### src/hdl/btod_pkg.sv
// shared types and constants for the bcd time-of-day clock
`default_nettype none
package btod_pkg;

	// one bcd time, packed so that seconds units sits in the lowest bits
	typedef struct packed {
		logic [1:0] hour_tens;
		logic [3:0] hour_units;
		logic [2:0] min_tens;
		logic [3:0] min_units;
		logic [2:0] sec_tens;
		logic [3:0] sec_units;
	} btod_time_t;

	// raw digits of a set word, seconds units in the lowest bits
	typedef struct packed {
		logic [3:0] hour_tens;
		logic [3:0] hour_units;
		logic [3:0] min_tens;
		logic [3:0] min_units;
		logic [3:0] sec_tens;
		logic [3:0] sec_units;
	} btod_raw_t;

	localparam int unsigned PRESCALE_W = 16;
	localparam logic [PRESCALE_W-1:0] PRESCALE_RESET = 16'd346;

	localparam logic ACTION_TICK = 1'b0;
	localparam logic ACTION_SET  = 1'b1;

	localparam logic [3:0] UNITS_MAX     = 4'd9;
	localparam logic [3:0] TENS_MAX      = 4'd5;
	localparam logic [3:0] HOUR_TENS_MAX = 4'd2;
	localparam logic [3:0] HOUR_LAST_U   = 4'd3;

endpackage
`default_nettype wire

### src/hdl/bcd_time_of_day_clock_top.sv
// top level of the 24-hour bcd time-of-day clock
// every input word gives exactly one output word, registered in the cycle after it is taken;
// a word is taken every cycle as long as the output register is empty or being
// drained, so the block sustains one word per cycle. tuser selects the action:
// 0 is one timer overflow tick, 1 loads the time from the six digits in tdata.
// ticks run a prescaler whose limit alternates between prescale_base and
// prescale_base+1; at the limit one second is added with a bcd carry and
// 23:59:59 wraps to 00:00:00. a set with any digit out of range or an hour
// above 23 clears the time, and a set leaves the prescaler untouched. the
// output word carries the time after the input word and, in tuser, a flag
// for a second just completed. prescale_base resets to 346 and should only be
// written while no word is in flight.
`default_nettype none
module bcd_time_of_day_clock_top (
	input  wire logic        clk,
	input  wire logic        arst_n,
	// configuration: prescale_base
	input  wire logic        cfg_wen,
	input  wire logic [15:0] cfg_wdata,
	// input words
	input  wire logic        s_tvalid,
	output logic             s_tready,
	// set_sec_units, set_sec_tens, set_min_units, set_min_tens, set_hour_units,
	// set_hour_tens, 4 bits each
	input  wire logic [23:0] s_tdata,
	// action
	input  wire logic        s_tuser,
	// output words
	output logic             m_tvalid,
	input  wire logic        m_tready,
	// sec_units[3:0], sec_tens[6:4], min_units[10:7], min_tens[13:11],
	// hour_units[17:14], hour_tens[19:18], zero pad[23:20]
	output logic [23:0]      m_tdata,
	// second_elapsed
	output logic             m_tuser
);

	logic [btod_pkg::PRESCALE_W-1:0] prescale_base_q;
	btod_pkg::btod_time_t            time_q;
	btod_pkg::btod_time_t            time_inc;
	btod_pkg::btod_time_t            time_set;
	btod_pkg::btod_time_t            res_time_q;
	logic                            res_elapsed_q;
	logic                            out_valid_q;
	logic                            in_accept;
	logic                            tick_en;
	logic                            sec_done;

	// the output register frees itself in the same cycle it is drained
	assign s_tready  = !out_valid_q || m_tready;
	assign in_accept = s_tvalid && s_tready;
	assign tick_en   = in_accept && (s_tuser == btod_pkg::ACTION_TICK);

	// configuration register
	always_ff @(posedge clk or negedge arst_n) begin
		if (!arst_n) begin
			prescale_base_q <= btod_pkg::PRESCALE_RESET;
		end else if (cfg_wen) begin
			prescale_base_q <= cfg_wdata;
		end
	end

	// tick counter and long/short second phase
	btod_prescale u_prescale (
		.clk      (clk),
		.arst_n   (arst_n),
		.tick_en  (tick_en),
		.base     (prescale_base_q),
		.sec_done (sec_done)
	);

	// next time on a completed second
	btod_incr u_incr (
		.cur (time_q),
		.nxt (time_inc)
	);

	// checked time from a set word
	btod_set u_set (
		.raw    (btod_pkg::btod_raw_t'(s_tdata)),
		.loaded (time_set)
	);

	// time-of-day state
	always_ff @(posedge clk or negedge arst_n) begin
		if (!arst_n) begin
			time_q <= '0;
		end else if (in_accept) begin
			if (s_tuser == btod_pkg::ACTION_SET) begin
				time_q <= time_set;
			end else if (sec_done) begin
				time_q <= time_inc;
			end
		end
	end

	// output valid
	always_ff @(posedge clk or negedge arst_n) begin
		if (!arst_n) begin
			out_valid_q <= 1'b0;
		end else if (in_accept) begin
			out_valid_q <= 1'b1;
		end else if (m_tready) begin
			out_valid_q <= 1'b0;
		end
	end

	// output payload, loaded with the time after this word
	always_ff @(posedge clk) begin
		if (in_accept) begin
			if (s_tuser == btod_pkg::ACTION_SET) begin
				res_time_q    <= time_set;
				res_elapsed_q <= 1'b0;
			end else begin
				res_time_q    <= sec_done ? time_inc : time_q;
				res_elapsed_q <= sec_done;
			end
		end
	end

	assign m_tvalid = out_valid_q;
	assign m_tdata  = {4'd0, res_time_q};
	assign m_tuser  = res_elapsed_q;

endmodule
`default_nettype wire

### src/hdl/btod_prescale.sv
// tick prescaler with alternating base and base+1 limit
`default_nettype none
module btod_prescale (
	input  wire logic                              clk,
	input  wire logic                              arst_n,
	input  wire logic                              tick_en,
	input  wire logic [btod_pkg::PRESCALE_W-1:0]   base,
	output logic                                   sec_done
);

	logic [btod_pkg::PRESCALE_W-1:0] tick_count_q;
	logic                            phase_q;
	logic [btod_pkg::PRESCALE_W:0]   next_count;
	logic [btod_pkg::PRESCALE_W:0]   limit;

	// compare at one extra bit so base+1 may reach 65536
	assign next_count = {1'b0, tick_count_q} + {{btod_pkg::PRESCALE_W{1'b0}}, 1'b1};
	assign limit      = {1'b0, base} + {{btod_pkg::PRESCALE_W{1'b0}}, phase_q};
	assign sec_done   = tick_en && (next_count >= limit);

	always_ff @(posedge clk or negedge arst_n) begin
		if (!arst_n) begin
			tick_count_q <= '0;
			phase_q      <= 1'b0;
		end else if (tick_en) begin
			if (sec_done) begin
				tick_count_q <= '0;
				phase_q      <= ~phase_q;
			end else begin
				tick_count_q <= next_count[btod_pkg::PRESCALE_W-1:0];
			end
		end
	end

endmodule
`default_nettype wire

### src/hdl/btod_incr.sv
// one-second bcd increment with 23:59:59 wrap
`default_nettype none
module btod_incr (
	input  wire btod_pkg::btod_time_t cur,
	output btod_pkg::btod_time_t      nxt
);

	logic c_su, c_st, c_mu, c_mt;

	always_comb begin
		nxt  = cur;
		c_su = (cur.sec_units == btod_pkg::UNITS_MAX);
		c_st = c_su && (cur.sec_tens == btod_pkg::TENS_MAX[2:0]);
		c_mu = c_st && (cur.min_units == btod_pkg::UNITS_MAX);
		c_mt = c_mu && (cur.min_tens == btod_pkg::TENS_MAX[2:0]);

		nxt.sec_units = c_su ? 4'd0 : cur.sec_units + 4'd1;
		if (c_su) begin
			nxt.sec_tens = c_st ? 3'd0 : cur.sec_tens + 3'd1;
		end
		if (c_st) begin
			nxt.min_units = c_mu ? 4'd0 : cur.min_units + 4'd1;
		end
		if (c_mu) begin
			nxt.min_tens = c_mt ? 3'd0 : cur.min_tens + 3'd1;
		end
		if (c_mt) begin
			if (cur.hour_tens == btod_pkg::HOUR_TENS_MAX[1:0] &&
			    cur.hour_units == btod_pkg::HOUR_LAST_U) begin
				nxt = '0;
			end else if (cur.hour_units == btod_pkg::UNITS_MAX) begin
				nxt.hour_units = 4'd0;
				nxt.hour_tens  = cur.hour_tens + 2'd1;
			end else begin
				nxt.hour_units = cur.hour_units + 4'd1;
			end
		end
	end

endmodule
`default_nettype wire

### src/hdl/btod_set.sv
// range check of a set word, invalid time loads zero
`default_nettype none
module btod_set (
	input  wire btod_pkg::btod_raw_t raw,
	output btod_pkg::btod_time_t     loaded
);

	logic bad;

	always_comb begin
		bad = (raw.sec_units  > btod_pkg::UNITS_MAX) ||
		      (raw.sec_tens   > btod_pkg::TENS_MAX) ||
		      (raw.min_units  > btod_pkg::UNITS_MAX) ||
		      (raw.min_tens   > btod_pkg::TENS_MAX) ||
		      (raw.hour_units > btod_pkg::UNITS_MAX) ||
		      (raw.hour_tens  > btod_pkg::HOUR_TENS_MAX) ||
		      (raw.hour_tens == btod_pkg::HOUR_TENS_MAX &&
		       raw.hour_units > btod_pkg::HOUR_LAST_U);
		if (bad) begin
			loaded = '0;
		end else begin
			loaded.sec_units  = raw.sec_units;
			loaded.sec_tens   = raw.sec_tens[2:0];
			loaded.min_units  = raw.min_units;
			loaded.min_tens   = raw.min_tens[2:0];
			loaded.hour_units = raw.hour_units;
			loaded.hour_tens  = raw.hour_tens[1:0];
		end
	end

endmodule
`default_nettype wire
### config.mk
export PLATFORM = sky130hd
export DESIGN_NAME = bcd_time_of_day_clock_top
export DESIGN_NICKNAME = d
export VERILOG_FILES = /design/src/hdl/btod_pkg.sv /design/src/hdl/bcd_time_of_day_clock_top.sv /design/src/hdl/btod_prescale.sv /design/src/hdl/btod_incr.sv /design/src/hdl/btod_set.sv
export SDC_FILE = /design/constraint.sdc
export NUM_CORES = 1
export LEC_CHECK = 0
export CELL_PAD_IN_SITES_DETAIL_PLACEMENT = 1
export CELL_PAD_IN_SITES_GLOBAL_PLACEMENT = 1
export CORE_UTILIZATION = 49
export CTS_CLUSTER_SIZE = 28
export DETAILED_ROUTE_END_ITERATION = 6
export DONT_BUFFER_PORTS = 1
export PLACE_DENSITY = 0.85
export RECOVER_POWER = 100
export SLEW_MARGIN = 10
export SYNTH_ARGS = -nofsm -noshare
export SYNTH_HDL_FRONTEND = slang
export SYNTH_SLANG_ARGS = --single-unit
### constraint.sdc
create_clock -name clk -period 5.25 [get_ports clk]
set_input_delay 0.7875 -clock clk [delete_from_list [all_inputs] [get_ports clk]]
set_output_delay 0.7875 -clock clk [all_outputs]
set_load 0.01 [all_outputs]
==> flow_metrics.env, run 1 <==
export IMPL_outcome="complete, no violations"
export IMPL_dp_hpwl_um=9520
export IMPL_firstDrtPassIters=4
export IMPL_yosysWarnings=0
export IMPL_wire_per_inst_um=20.1
export IMPL_synth_avg_cell_area_um2=9.39
export IMPL_grt_max_degree=55
export IMPL_synth_flop_cell="dfrtp_1"
export IMPL_synthCells=524
export IMPL_pre_cts_ws_ps=786
export IMPL_start_util_pct=50.6
export IMPL_io_pins=73
export IMPL_power_density_nw_per_um2=319
export IMPL_post_cts_repair_setup_buffers=0
export IMPL_dieHeight_um=102
export IMPL_via_per_inst=6.37
export IMPL_hold_buffers=0
export IMPL_place_inst=637
export IMPL_hold_violations=0
export IMPL_setup_violations_final=0
export IMPL_dieArea_um2=10400
export IMPL_vias=4157
export IMPL_cts_buffers=9
export IMPL_finalCritPeriodShare_pct=89.7
export IMPL_drv_slew=0
export IMPL_hold_ws_ps=105
export IMPL_grt_first_pass_wirelength_um=21600
export IMPL_drc_errors=0
export IMPL_synthToLayoutAreaGrowth_pct=5.75
export IMPL_async_flop_share_pct=72.0
export IMPL_grt_overflow_total=0
export IMPL_synth_area_um2=4920
export IMPL_fmax_mhz=212
export IMPL_skew_ps=13.2
export IMPL_hp_class="in -> async"
export IMPL_globalRouteMet1Util_pct=30.9
export IMPL_crit_required_ps=5360
export IMPL_cts_reportedPaths_clkPinSlew_ps=90
export IMPL_p_leak_nw=2.18
export IMPL_rows=36
export IMPL_post_cts_resized=0
export IMPL_final_antenna_net_count=0
export IMPL_clk_path_buf_depth=2
export IMPL_cts_sinks=75
export IMPL_drv_cap=0
export IMPL_path_class="reg -> reg"
export IMPL_drive_above_1_share_pct=9.04
export IMPL_cts_root_buffer="clkbuf_8"
export IMPL_n_fill_cell=1132
export IMPL_startpoint_type="flop"
export IMPL_synth_edff_count=21
export IMPL_drt_iter0_drc=147
export IMPL_antenna_found_initial=0
export IMPL_die_x_um=102
export IMPL_groute_usage_overall_pct=27.1
export IMPL_busiest_layer="met2"
export IMPL_irDropWorstVdd_mv=0.167
export IMPL_met2_usage_pct=48.7
export IMPL_path_max_fanout=21
export IMPL_seq_area_frac_synth_pct=40.4
export IMPL_cts_tree="built"
export IMPL_cp_arrival_ps=4820
export IMPL_relSlewSlack_pct=38.4
export IMPL_min_period_ps=4710
export IMPL_grt_pass1_vias=4429
export IMPL_gp_congestion=0.880
export IMPL_io_buffers=0
export IMPL_layout_nets=590
export IMPL_yosysUniqueCellTypes=59
export IMPL_final_cells=653
export IMPL_insertion_delay_ps=370
export IMPL_drt_total_wl_um=13100
export IMPL_rsz0062_at_grt="false"
export IMPL_use_met3_pct=6.36
export IMPL_tns_ps=0
export IMPL_worstSetupEndpointType="flop"
export IMPL_htreeDepth=3
export IMPL_setup_slack_ps=540
export IMPL_coreArea_um2=9730
export IMPL_worstMarginPinSlew_ps=923
export IMPL_synth_seq_cells=75
export IMPL_antenna_cells=0
[registers in the layout, indices dropped and copies added (netlist names)]
name,count
u_prescale.phase_q,1
prescale_base_q,16
m_tuser,1
time_q,20
u_prescale.tick_count_q,16
m_tvalid,1
m_tdata,20
[synthesized netlist by cell type (15+ instances only)]
cell type	count	area share (%)
o21ai_0	26	2.6
nor3_1	16	1.6
mux2_2	15	3.4
edfxtp_1	21	13
clkbuf_1	20	1.5
ha_1	29	7.4
dfrtp_1	49	25
nand2_1	53	4.0
inv_1	17	1.3
and3_1	19	2.4
xor2_1	15	2.7
nand3_1	43	4.4
a21oi_1	15	1.5
nor2_1	28	2.1
[final timing paths]
check                           slack (ps)                               to                      startpoint  cells after the start
worst max-delay path                   540            m_tdata[16]$_DFFE_PP_  prescale_base_q[3]$_DFFE_PN1P_                     11
worst min-delay path                   110   u_prescale.phase_q$_DFFE_PN0P_                          arst_n                      0
worst max register to register         540            m_tdata[16]$_DFFE_PP_  prescale_base_q[3]$_DFFE_PN1P_                     11
worst min register to register         540   prescale_base_q[0]$_DFFE_PN0P_  prescale_base_q[0]$_DFFE_PN0P_                      1
max in group asynchronous             4950   prescale_base_q[8]$_DFFE_PN1P_                          arst_n                      0
min in group clk                       510  prescale_base_q[14]$_DFFE_PN0P_                         cfg_wen                      1
[where the power goes]
group / internal (mW) / switching [mW] / total (mW)
registers: 0.686 / 0.115 / 0.801
clock network: 0.238 / 0.226 / 0.464
logic: 0.167 / 0.229 / 0.397
[metal layers]
layer / vias up / part of all wire [%]
li1: 1927 / -
met1: 2088 / 41
met2: 108 / 52
met3: 34 / 4.3
met4: 0 / 2.7
met5: - / 0
[critical path, stage by stage (launching register included)]
cell and delay [ps]:
dfstp_2 570, and3_1 190, and3_1 260, nand2_1 100
or4_1 530, xor2_1 160, ha_1 340, nand4_2 190
nor4_1 640, a211o_1 740, a21oi_1 360, a221o_1 380
[per-stage QoR]
stage	utilization, %	instance area (µm²)	power, mW
finish	53.5	5200	1.66
global route	53.5	5200	1.76
CTS	53.6	5220	1.68
detailed placement	51.5	5010	1.21
global placement	51.5	5010	1.17
floorplan	-	4930	1.09
[kinds of logic after synthesis]
logic type / count (synthesis) / synth area share [%]
other: 1 / 0.0762
adders and majority gates: 29 / 7.38
DFF: 75 / 40.4
buffers and inverters: 47 / 4.12
muxes: 19 / 4.25
xor gates and xnor gates: 29 / 5.16
and+or+nand+nor: 213 / 22.5
AOI/OAI and AO/OA: 111 / 16.1
[area by class of cell]
type	count	area (µm²)	area share (%)
well taps	133	166	3.20
clock inverters	3	17.5	0.337
inverters	18	67.6	1.30
multi-input cells	405	2730	52.6
flip-flops and latches	75	1990	38.2
repair buffers	6	37.5	0.722
clock buffers	13	190	3.66
[layout by cell type, fill, tap and decap left out, types with 5 or more instances in the layout]
cell / n
a211o_1: 9
a21oi_1: 16
a221o_1: 11
and2_1: 5
and3_1: 19
clkbuf_8: 12
dfrtp_1: 49
edfxtp_1: 21
ha_1: 29
inv_1: 17
mux2_2: 15
nand2_1: 53
nand2b_1: 7
nand3_1: 43
nand4_1: 5
nor2_1: 28
nor2b_1: 8
nor3_1: 15
nor4_1: 5
o211ai_1: 10
o21ai_0: 29
o311ai_0: 5
or4_1: 8
xnor2_1: 14
xor2_1: 15
No activity file was read; power rests on OpenSTA's default activity.
==> inputs of run 2 (changes only) <==
--- a/config.mk
+++ b/config.mk
@@ -5,7 +5,7 @@
 export SDC_FILE = /design/constraint.sdc
 export NUM_CORES = 1
 export LEC_CHECK = 0
-export CELL_PAD_IN_SITES_DETAIL_PLACEMENT = 1
+export CELL_PAD_IN_SITES_DETAIL_PLACEMENT = 0
 export CELL_PAD_IN_SITES_GLOBAL_PLACEMENT = 1
 export CORE_UTILIZATION = 49
 export CTS_CLUSTER_SIZE = 28
==> run 2 against run 1 <==
Compared with the run above:
- flip-flop and latch count is the same
- total power fell by 2.0%
- non-clock buffer count did not move
- count of clock-buffer cells in the layout unchanged
- clock power is 3% lower
- setup slack gained 110 ps
- largest power group unchanged
- register-to-register slack improved by 110 ps
- critical path depth stayed put
- clock skew barely moved
==> flow_metrics.env, run 2 (synthesis gave the netlist of run 1 again) <==
export IMPL_hold_violations=0
export IMPL_cts_sinks=75
export IMPL_final_antenna_net_count=0
export IMPL_dp_hpwl_um=8380
export IMPL_critical_path_cell_chain="and3_1, and3_1, nand2_1, or4_1, xor2_1, ha_1, nand4_1, nor4_1, a211o_1, o21ai_0, a221o_1"
export IMPL_post_cts_resized=0
export IMPL_drt_iter0_drc=191
export IMPL_grt_max_degree=55
export IMPL_p_leak_nw=2.17
export IMPL_cts_tree="built"
export IMPL_drv_cap=0
export IMPL_r2r_end="time_q[9]$_DFFE_PN0P_"
export IMPL_drive_above_1_share_pct=9.04
export IMPL_startpoint_type="flop"
export IMPL_drv_slew=0
export IMPL_antenna_found_initial=0
export IMPL_fmax_mhz=217
export IMPL_vias=4047
export IMPL_place_inst=637
export IMPL_skew_ps=13.5
export IMPL_worstSetupEndpointType="flop"
export IMPL_io_pins=73
export IMPL_rows=36
export IMPL_grt_first_pass_wirelength_um=19100
export IMPL_coreArea_um2=9730
export IMPL_worstMarginPinSlew_ps=918
export IMPL_tns_ps=0
export IMPL_rr_startpoint="prescale_base_q[3]$_DFFE_PN1P_"
export IMPL_hold_ws_ps=105
export IMPL_place_area_um2=5010
export IMPL_start_util_pct=50.6
export IMPL_r2r_cells=11
export IMPL_grt_overflow_total=0
export IMPL_min_period_ps=4600
export IMPL_synthToLayoutAreaGrowth_pct=5.52
export IMPL_irDropWorstVdd_mv=0.131
export IMPL_r2r_slack_ps=650
export IMPL_path_max_fanout=21
export IMPL_post_cts_repair_setup_buffers=0
export IMPL_die_x_um=102
export IMPL_cts_reportedPaths_clkPinSlew_ps=80
export IMPL_power_density_nw_per_um2=314
export IMPL_insertion_delay_ps=370
export IMPL_crit_buf_inv=0
export IMPL_groute_usage_overall_pct=24.2
export IMPL_drt_total_wl_um=11700
export IMPL_crit_path_top_delay_cell="a211o_1"
export IMPL_crit_required_ps=5500
export IMPL_htreeDepth=3
export IMPL_max_stage_delay_ps=720
export IMPL_setup_violations_final=0
export IMPL_crit_family="simple AND/OR/NAND/NOR gates"
export IMPL_clk_path_buf_depth=2
export IMPL_finalCritPeriodShare_pct=87.7
export IMPL_n_fill_cell=914
export IMPL_via_per_inst=6.20
export IMPL_final_cells=653
export IMPL_path_class="reg -> reg"
export IMPL_seqCellArea_um2=1990
export IMPL_mostFrequentLayoutCells="nand2_1, dfrtp_1, nand3_1"
export IMPL_relSlewSlack_pct=38.8
export IMPL_wire_per_inst_um=18.0
export IMPL_cts_buffers=9
export IMPL_multi_input_area_um2=2730
export IMPL_drc_errors=0
export IMPL_dieHeight_um=102
export IMPL_firstDrtPassIters=5
export IMPL_antenna_cells=0
export IMPL_gp_congestion=0.880
export IMPL_cp_arrival_ps=4860
export IMPL_grt_pass1_vias=3894
export IMPL_hold_buffers=0
export IMPL_outcome="complete, no violations"
export IMPL_hp_class="in -> async"
export IMPL_critical_path_most_common_cell="and3_1"
export IMPL_io_buffers=0
export IMPL_cts_root_buffer="clkbuf_8"
export IMPL_finalInstanceArea_um2=5190
export IMPL_rsz0062_at_grt="false"
export IMPL_power_mw=1.63
export IMPL_dieArea_um2=10400
export IMPL_final_common_cell="nand2_1"
export IMPL_layout_nets=590
-- run 2: cell count changes in the layout (fill, tap and decap cells not counted) --
cell	change
a21oi_1	-1
a21oi_2	+1
clkbuf_1	+1
clkbuf_8	-1
clkinv_4	+1
clkinvlp_4	-1
dfstp_1	-1
dfstp_2	+1
nand4_1	+1
nand4_2	-1
-- run 2: worst max path at each step --
stage                                        start               endpoint  slack [ps]  cells past startpoint
finish              prescale_base_q[3]$_DFFE_PN1P_  time_q[9]$_DFFE_PN0P_         650                     11
floorplan           prescale_base_q[3]$_DFFE_PN1P_  m_tdata[17]$_DFFE_PP_        1610                     12
detailed placement  prescale_base_q[3]$_DFFE_PN1P_  time_q[9]$_DFFE_PN0P_         890                     11
global route        prescale_base_q[3]$_DFFE_PN1P_  time_q[9]$_DFFE_PN0P_         320                     11
global placement    prescale_base_q[3]$_DFFE_PN1P_  time_q[9]$_DFFE_PN0P_        1050                     11
CTS                 prescale_base_q[3]$_DFFE_PN1P_  time_q[9]$_DFFE_PN0P_         870                     11
-- run 2: per-stage QoR --
step | setup WS [ps] | utilization (%)
5_1_grt | 320 | 53.3
2_1_floorplan | 1610 | -
6_report | 647 | 53.3
3_3_place_gp | 1050 | 51.5
4_1_cts | 870 | 53.5
3_5_place_dp | 886 | 51.5
-- run 2: cell type report --
class | instances | area share [%]
multi-input combinational | 405 | 52.6
clock inverter | 3 | 0.362
timing repair buffer | 6 | 0.723
tap | 133 | 3.21
clock buffer | 13 | 3.47
sequential | 75 | 38.3
inverter | 18 | 1.30
-- run 2: power by group --
part           switching (mW)  total (mW)  leakage [nW]  internal [mW]
registers               0.111       0.797         0.879          0.686
logic                   0.217       0.382          1.19          0.165
clock network           0.222       0.448         0.105          0.226
-- run 2: metal layers --
metal | vias to the layer above | share of wire [%] | routed length [µm] | GRT usage (%)
li1 | 1933 | - | - | -
met1 | 1957 | 43 | 5040 | 29.6
met2 | 127 | 48 | 5610 | 40.6
met3 | 30 | 6.4 | 756 | 5.40
met4 | 0 | 2.9 | 340 | 11.2
met5 | - | 0 | 0 | 0
-- run 2: worst register-to-register path: cells and delay by family, from the launching register on --
family          cells  cell delay (ps)
simple gates        6             1950
xor+xnor            1              170
flops               1              560
fa+ha+maj           1              330
compound gates      3             1480
